$ cat config.mk
export PLATFORM = sky130hd
export DESIGN_NAME = shp_ctrl
export DESIGN_NICKNAME = d
export VERILOG_FILES = /design/src/rtl/core/assert_macros.svh /design/src/rtl/core/shp_pkg.sv /design/src/rtl/core/shp_ctrl.sv
export SDC_FILE = /design/constraint.sdc
export NUM_CORES = 1
export LEC_CHECK = 0
export BUFFER_PORTS_ARGS = -buffer_cell sky130_fd_sc_hd__buf_2
export CORE_MARGIN = 5
export CORE_UTILIZATION = 41
export CTS_CLUSTER_DIAMETER = 50
export DETAILED_ROUTE_END_ITERATION = 10
export GPL_ROUTABILITY_DRIVEN = 0
export PLACE_DENSITY_LB_ADDON = 0.25
export SYNTH_ARGS = -nofsm -noshare
export SYNTH_HDL_FRONTEND = slang
export SYNTH_SLANG_ARGS = --single-unit
$ cat constraint.sdc
create_clock -name clock -period 1.8 [get_ports clock]
set_clock_uncertainty 0.15 [all_clocks]
set_input_delay 0.36 -clock clock [delete_from_list [all_inputs] [get_ports clock]]
set_output_delay 0.36 -clock clock [all_outputs]
set_load 0.01 [all_outputs]
$ cat src/rtl/core/assert_macros.svh
// Assertion macros used by the hash set top level.
// Depends on nothing; files that assert include it by name.
`ifndef ASSERT_MACROS_SVH
`define ASSERT_MACROS_SVH

// Same-cycle implication, disabled while reset is high.
`define SHP_ASSERT_IMP(lbl, clk, rst, ante, cons) \
   lbl: assert property (@(posedge clk) disable iff (rst) (ante) |-> (cons)) \
      else $error("assertion failed");

// Next-cycle implication, disabled while reset is high.
`define SHP_ASSERT_NXT(lbl, clk, rst, ante, cons) \
   lbl: assert property (@(posedge clk) disable iff (rst) (ante) |=> (cons)) \
      else $error("assertion failed");

`endif

$ cat src/rtl/core/shp_pkg.sv
// Shared types and constants of the string hash set.
// Depends on nothing; used by the controller, datapath and top level.
package shp_pkg;

   localparam int CHAR_W     = 7;
   localparam int CFG_W      = 11;
   localparam int STATUS_W   = 2;
   localparam int HASH_SHIFT = 8;

   // Lower case codes start here and move down by the case offset.
   localparam logic [CHAR_W-1:0] FOLD_LIMIT = 7'd97;
   localparam logic [CHAR_W-1:0] FOLD_DELTA = 7'd32;
   // Hash bias: 128 minus the code of 'A'.
   localparam logic [HASH_SHIFT-1:0] HASH_BIAS = 8'd63;
   localparam logic [CFG_W-1:0] TABLE_SIZE_RESET = 11'd1024;

   typedef enum logic [STATUS_W-1:0] {
      STATUS_OK   = 2'd0,
      STATUS_FULL = 2'd1,
      STATUS_LONG = 2'd2
   } status_type;

   // Commands from the controller to the datapath.
   typedef struct packed {
      logic       clr_write;
      logic       accept;
      logic       div_step;
      logic       probe_next;
      logic       insert;
      logic       idx_clear;
      logic       idx_inc;
      logic       chars_write;
      logic       load_out;
      logic       out_present;
      status_type out_status;
      logic       key_clear;
   } cmd_type;

   // Status from the datapath to the controller.
   typedef struct packed {
      logic clr_last;
      logic div_done;
      logic last_q;
      logic overlong;
      logic slot_valid;
      logic len_match;
      logic char_eq;
      logic idx_last;
      logic q_last;
      logic out_free;
   } stat_type;

endpackage

$ cat src/rtl/core/shp_ctrl.sv
// Controller state machine of the hash set: clearing, hashing, probing, copy and compare.
// Depends on shp_pkg; commands shp_dpath through cmd_type and reads stat_type.
module shp_ctrl (
   input  logic               clock,
   input  logic               reset,
   input  logic               req_valid,
   output logic               req_ready,
   input  shp_pkg::stat_type  stat,
   output shp_pkg::cmd_type   cmd
);
   import shp_pkg::*;

   typedef enum logic [3:0] {
      ST_CLEAR,
      ST_IDLE,
      ST_DIV,
      ST_PROBE_RD,
      ST_PROBE_CHK,
      ST_COPY_RD,
      ST_COPY_WR,
      ST_CMP_RD,
      ST_CMP_CHK,
      ST_FINISH
   } state_type;

   state_type  state_ff, state_in;
   logic       res_present_ff, res_present_in;
   status_type res_status_ff, res_status_in;

   // State and pending result code.
   always_ff @(posedge clock) begin
      if (reset) begin
         state_ff       <= ST_CLEAR;
         res_present_ff <= 1'b0;
         res_status_ff  <= STATUS_OK;
      end else begin
         state_ff       <= state_in;
         res_present_ff <= res_present_in;
         res_status_ff  <= res_status_in;
      end
   end

   assign req_ready = (state_ff == ST_IDLE);

   // Next state and commands.
   always_comb begin
      state_in        = state_ff;
      res_present_in  = res_present_ff;
      res_status_in   = res_status_ff;
      cmd             = '0;
      cmd.out_present = res_present_ff;
      cmd.out_status  = res_status_ff;
      unique case (state_ff)
         ST_CLEAR: begin
            cmd.clr_write = 1'b1;
            if (stat.clr_last) begin
               state_in = ST_IDLE;
            end
         end
         ST_IDLE: begin
            if (req_valid) begin
               cmd.accept = 1'b1;
               state_in   = ST_DIV;
            end
         end
         ST_DIV: begin
            cmd.div_step = 1'b1;
            if (stat.div_done) begin
               priority if (!stat.last_q) begin
                  state_in = ST_IDLE;
               end else if (stat.overlong) begin
                  res_present_in = 1'b0;
                  res_status_in  = STATUS_LONG;
                  state_in       = ST_FINISH;
               end else begin
                  state_in = ST_PROBE_RD;
               end
            end
         end
         ST_PROBE_RD: begin
            state_in = ST_PROBE_CHK;
         end
         ST_PROBE_CHK: begin
            priority if (!stat.slot_valid) begin
               cmd.insert    = 1'b1;
               cmd.idx_clear = 1'b1;
               state_in      = ST_COPY_RD;
            end else if (stat.len_match) begin
               cmd.idx_clear = 1'b1;
               state_in      = ST_CMP_RD;
            end else if (stat.q_last) begin
               res_present_in = 1'b0;
               res_status_in  = STATUS_FULL;
               state_in       = ST_FINISH;
            end else begin
               cmd.probe_next = 1'b1;
               state_in       = ST_PROBE_RD;
            end
         end
         ST_COPY_RD: begin
            state_in = ST_COPY_WR;
         end
         ST_COPY_WR: begin
            cmd.chars_write = 1'b1;
            cmd.idx_inc     = 1'b1;
            if (stat.idx_last) begin
               res_present_in = 1'b0;
               res_status_in  = STATUS_OK;
               state_in       = ST_FINISH;
            end else begin
               state_in = ST_COPY_RD;
            end
         end
         ST_CMP_RD: begin
            state_in = ST_CMP_CHK;
         end
         ST_CMP_CHK: begin
            priority if (!stat.char_eq && stat.q_last) begin
               res_present_in = 1'b0;
               res_status_in  = STATUS_FULL;
               state_in       = ST_FINISH;
            end else if (!stat.char_eq) begin
               cmd.probe_next = 1'b1;
               state_in       = ST_PROBE_RD;
            end else if (stat.idx_last) begin
               res_present_in = 1'b1;
               res_status_in  = STATUS_OK;
               state_in       = ST_FINISH;
            end else begin
               cmd.idx_inc = 1'b1;
               state_in    = ST_CMP_RD;
            end
         end
         ST_FINISH: begin
            if (stat.out_free) begin
               cmd.load_out  = 1'b1;
               cmd.key_clear = 1'b1;
               state_in      = ST_IDLE;
            end
         end
         default: begin
            state_in = ST_CLEAR;
         end
      endcase
   end

endmodule

==> run_results.csv <==
group,metric,value,unit
clock_tree,postCtsHoldBufs,0,
setup_path,critical_path_buf_inv_count,1,
floorplanning,coreArea,1489,sq um
clock_tree,clkLatencyLatePin,260,ps
detailed_routing,via_per_inst,5.859,
placed_design,postPlaceCellArea,850.8,sq um
clock_tree,tritoncts,"done",
cells_and_area,finalNonFillerCells,149,
global_route,antenna_found_initial,0,
detailed_routing,firstDrtPassIters,4,
setup_path,critPathMaxFanout,4,
cells_and_area,nets,147,
pwr,p_sw_share,38.10,%
clock_tree,cts-buffers-inserted,3,
job,maxCapViolations,0,
global_route,first_global_vias,774,
synthesis,async_reset_ff_share,0,%
cells_and_area,fill_cells,105,
timing,max_slew.worst_pin.slew,394.9,ps
pwr,pwr-share-seq,29.5,%
setup_path,path_cells,"or4b_4 -> nor2_2 -> buf_2",
clock_tree,cts.sinks,7,
setup_path,worstPathRequired,1290,ps
detailed_routing,routedWlPerCell,16.34,um
synthesis,synthCells,88,
setup_path,cp_data_arrival_time,1520,ps
timing,rsz0062_at_grt,"yes",
synthesis,syn_nets,101,
synthesis,avgSynthCellArea,7.180,sq um
timing,layout_setup_ws,-225.3,ps
floorplanning,dieArea,2426,sq um
placed_design,numPortBuffers,26,
timing,hold_viol,0,
detailed_routing,postRouteAntennaNets,0,
timing,slew_headroom,73.47,%
synthesis,synthDistinctLibCells,35,
pwr,combPwrFrac,46.9,%
setup_path,worstSetupStartpoint,"state_ff[0]$_SDFFE_PP0P_",
placed_design,place_hpwl,1495,um
pwr,clock_power_share,23.6,%
timing,slew_violations,0,
clock_tree,clk_pin_slew_worst_paths,70,ps
cells_and_area,area_growth,77.82,%
setup_path,startpoint_type,"flip-flop",
detailed_routing,vias,873,
pwr,vdd_ir_drop_max,0.5104,mV
cells_and_area,final_common_cell,"buf_2",
min_path,hp-start,"reset",
min_path,hold_class,"in2reg",
global_route,overflow,0,
setup_path,slowest_stage,"or4b_4",
cells_and_area,n_antenna_cell,0,
setup_path,cp_slowest_stage_delay,560,ps
timing,min_period,2025,ps
synthesis,synth_edf_count,0,
floorplanning,die_h,49.26,um
pwr,p_switching,246.8,uW
run_status,violations,"setup timing",
run_status,status,"finished, violations left",
timing,fmax,493.7,MHz
setup_path,endpoint_kind,"output port",
cells_and_area,stdcell_area,1124,sq um
pwr,p_int,400.9,uW
setup_path,worstSetupPathType,"reg2out",
detailed_routing,drt-initial-drc-count,25,
synthesis,yosysWarnings,0,
clock_tree,htreeDepth,1,
placed_design,post-place-cells,134,
detailed_routing,drcViolationCount,0,
floorplanning,die_width,49.26,um
setup_path,reg2reg_from,"state_ff[0]$_SDFFE_PP0P_",
timing,fin_crit_sh,112.5,%
pwr,p_per_area,576.5,nW/um^2
floorplanning,ios,27,
floorplanning,initial_core_util,42.44,%
synthesis,syn_area,631.9,sq um
global_route,grt_start_max_net_pins,18,
global_route,grt_pass1_wl,3443,um
cells_and_area,mostFrequentLayoutCells,"buf_2 (23), buf_4 (12), a21oi_1 (10), buf_6 (10), nor2_1 (6)",
synthesis,ys_seq_elements,7,
timing,setup_violations,13,
synthesis,synth-main-ff-cell,"dfxtp_1",
pwr,p_leak,0.0004777,uW
detailed_routing,drt-total-wl,2434,um
setup_path,path_delay_family,"simple AND/OR/NAND/NOR gates",
clock_tree,clk_root_buffer_cell,"clkbuf_4",
cells_and_area,drive_above_1_share,53.38,%
floorplanning,rows,14,
global_route,grt_util_all_layers,17.58,%
synthesis,ys_seq_area_share,22.18,%
clock_tree,cts_max_path_buffers,2,
## worst paths after layout
path | to | slack, ps | cells past startpoint
min | state_ff[0]$_SDFFE_PP0P_ | 210 | 2
max | cmd[7] | -230 | 3
min reg2reg | res_status_ff[1]$_SDFFE_PP0P_ | 320 | 2
max reg2reg | state_ff[3]$_SDFFE_PP0P_ | -160 | 6
## per-layer routing
metal  track usage (%)  up-vias  share of wire (%)
met5                 0        -                  0
met4             4.933        0                1.6
met3             3.976        7                6.9
met2             30.04       44                 52
met1             21.61      402                 39
li1                  -      420                  -
## power groups by stage
stage                     Clock [uW]  Sequential [uW]  Combinational [uW]
after floorplan                    0              183                 143
after global placement             0              186                 218
after detailed placement           0              187                 222
after CTS                        148              182                 252
after global routing             168              192                 328
final                            153              191                 304
## cell type report
type / count / area, sq um / area share (%)
Sequential cell: 7 / 155.1 / 13.81
Clock buffer: 4 / 26.28 / 2.339
Tap cell: 16 / 20.02 / 1.782
Inverter: 5 / 23.77 / 2.116
Multi-Input combinational cell: 69 / 525.5 / 46.77
Timing Repair Buffer: 48 / 372.9 / 33.18
## repair_timing
action / 4_1_cts / 5_1_grt
pin swaps: 6 / 10
endpoints found under the setup margin: 11 / 15
cloned: 0 / 1
hold endpoints to repair: 0 / 0
gates resized for setup: 14 / 24
setup buffers: 4 / 6
## metrics by stage
| step | setup WS, ps | hold WS, ps | total power (uW) | utilization (%) | setup TNS (ps) |
|---|---|---|---|---|---|
| after CTS | -184.2 | 213.0 | 581.5 | 64.20 | -1214 |
| after global placement | -27.50 | 319.2 | 403.9 | 57.14 | -42.13 |
| after detailed placement | -61.22 | 323.8 | 408.6 | 57.14 | -109.0 |
| final | -225.3 | 207.4 | 647.7 | 75.46 | -1445 |
| after global routing | -256.7 | 225.0 | 688.4 | 75.46 | -2409 |
| after floorplan | -54.80 | 271.7 | 326.0 | - | -94.52 |
## worst register-to-register path, cell delays in order, from the launching register on
cell	delay (ps)
dfxtp_4	370
buf_6	120
nor4b_4	280
nand4_1	160
a211o_1	310
or3_1	340
a31oi_1	130
## cell usage after synthesis (2+ instances only)
| cell | number | share of area (%) |
|---|---|---|
| a21oi_1 | 11 | 8.7 |
| a31oi_1 | 3 | 3.0 |
| buf_2 | 2 | 1.6 |
| buf_4 | 2 | 2.4 |
| clkbuf_1 | 3 | 1.8 |
| dfxtp_1 | 7 | 22 |
| inv_1 | 4 | 2.4 |
| nand2_1 | 5 | 3.0 |
| nand2b_1 | 3 | 3.0 |
| nand4_1 | 2 | 2.0 |
| nor2_1 | 8 | 4.8 |
| nor2b_1 | 5 | 5.0 |
| nor3_1 | 3 | 2.4 |
| nor3b_1 | 3 | 3.6 |
| o211ai_1 | 2 | 2.4 |
| o21ai_0 | 4 | 3.2 |
| o21ai_1 | 2 | 1.6 |
| o41ai_1 | 2 | 2.8 |
## cell families (layout without fill, tap and decap cells)
logic type / after synthesis / after routing / share of synthesized area, %
simple gates: 37 / 37 / 36.83
buf+inv: 12 / 57 / 8.711
mux: 1 / 1 / 1.584
flops: 7 / 7 / 22.18
compound gates: 31 / 31 / 30.70
## sequential cells by signal (all words and copies together) (netlist names)
register	cells
res_present_ff	1
res_status_ff	2
state_ff	4
Note: power is estimated with default switching activity, not from simulation.
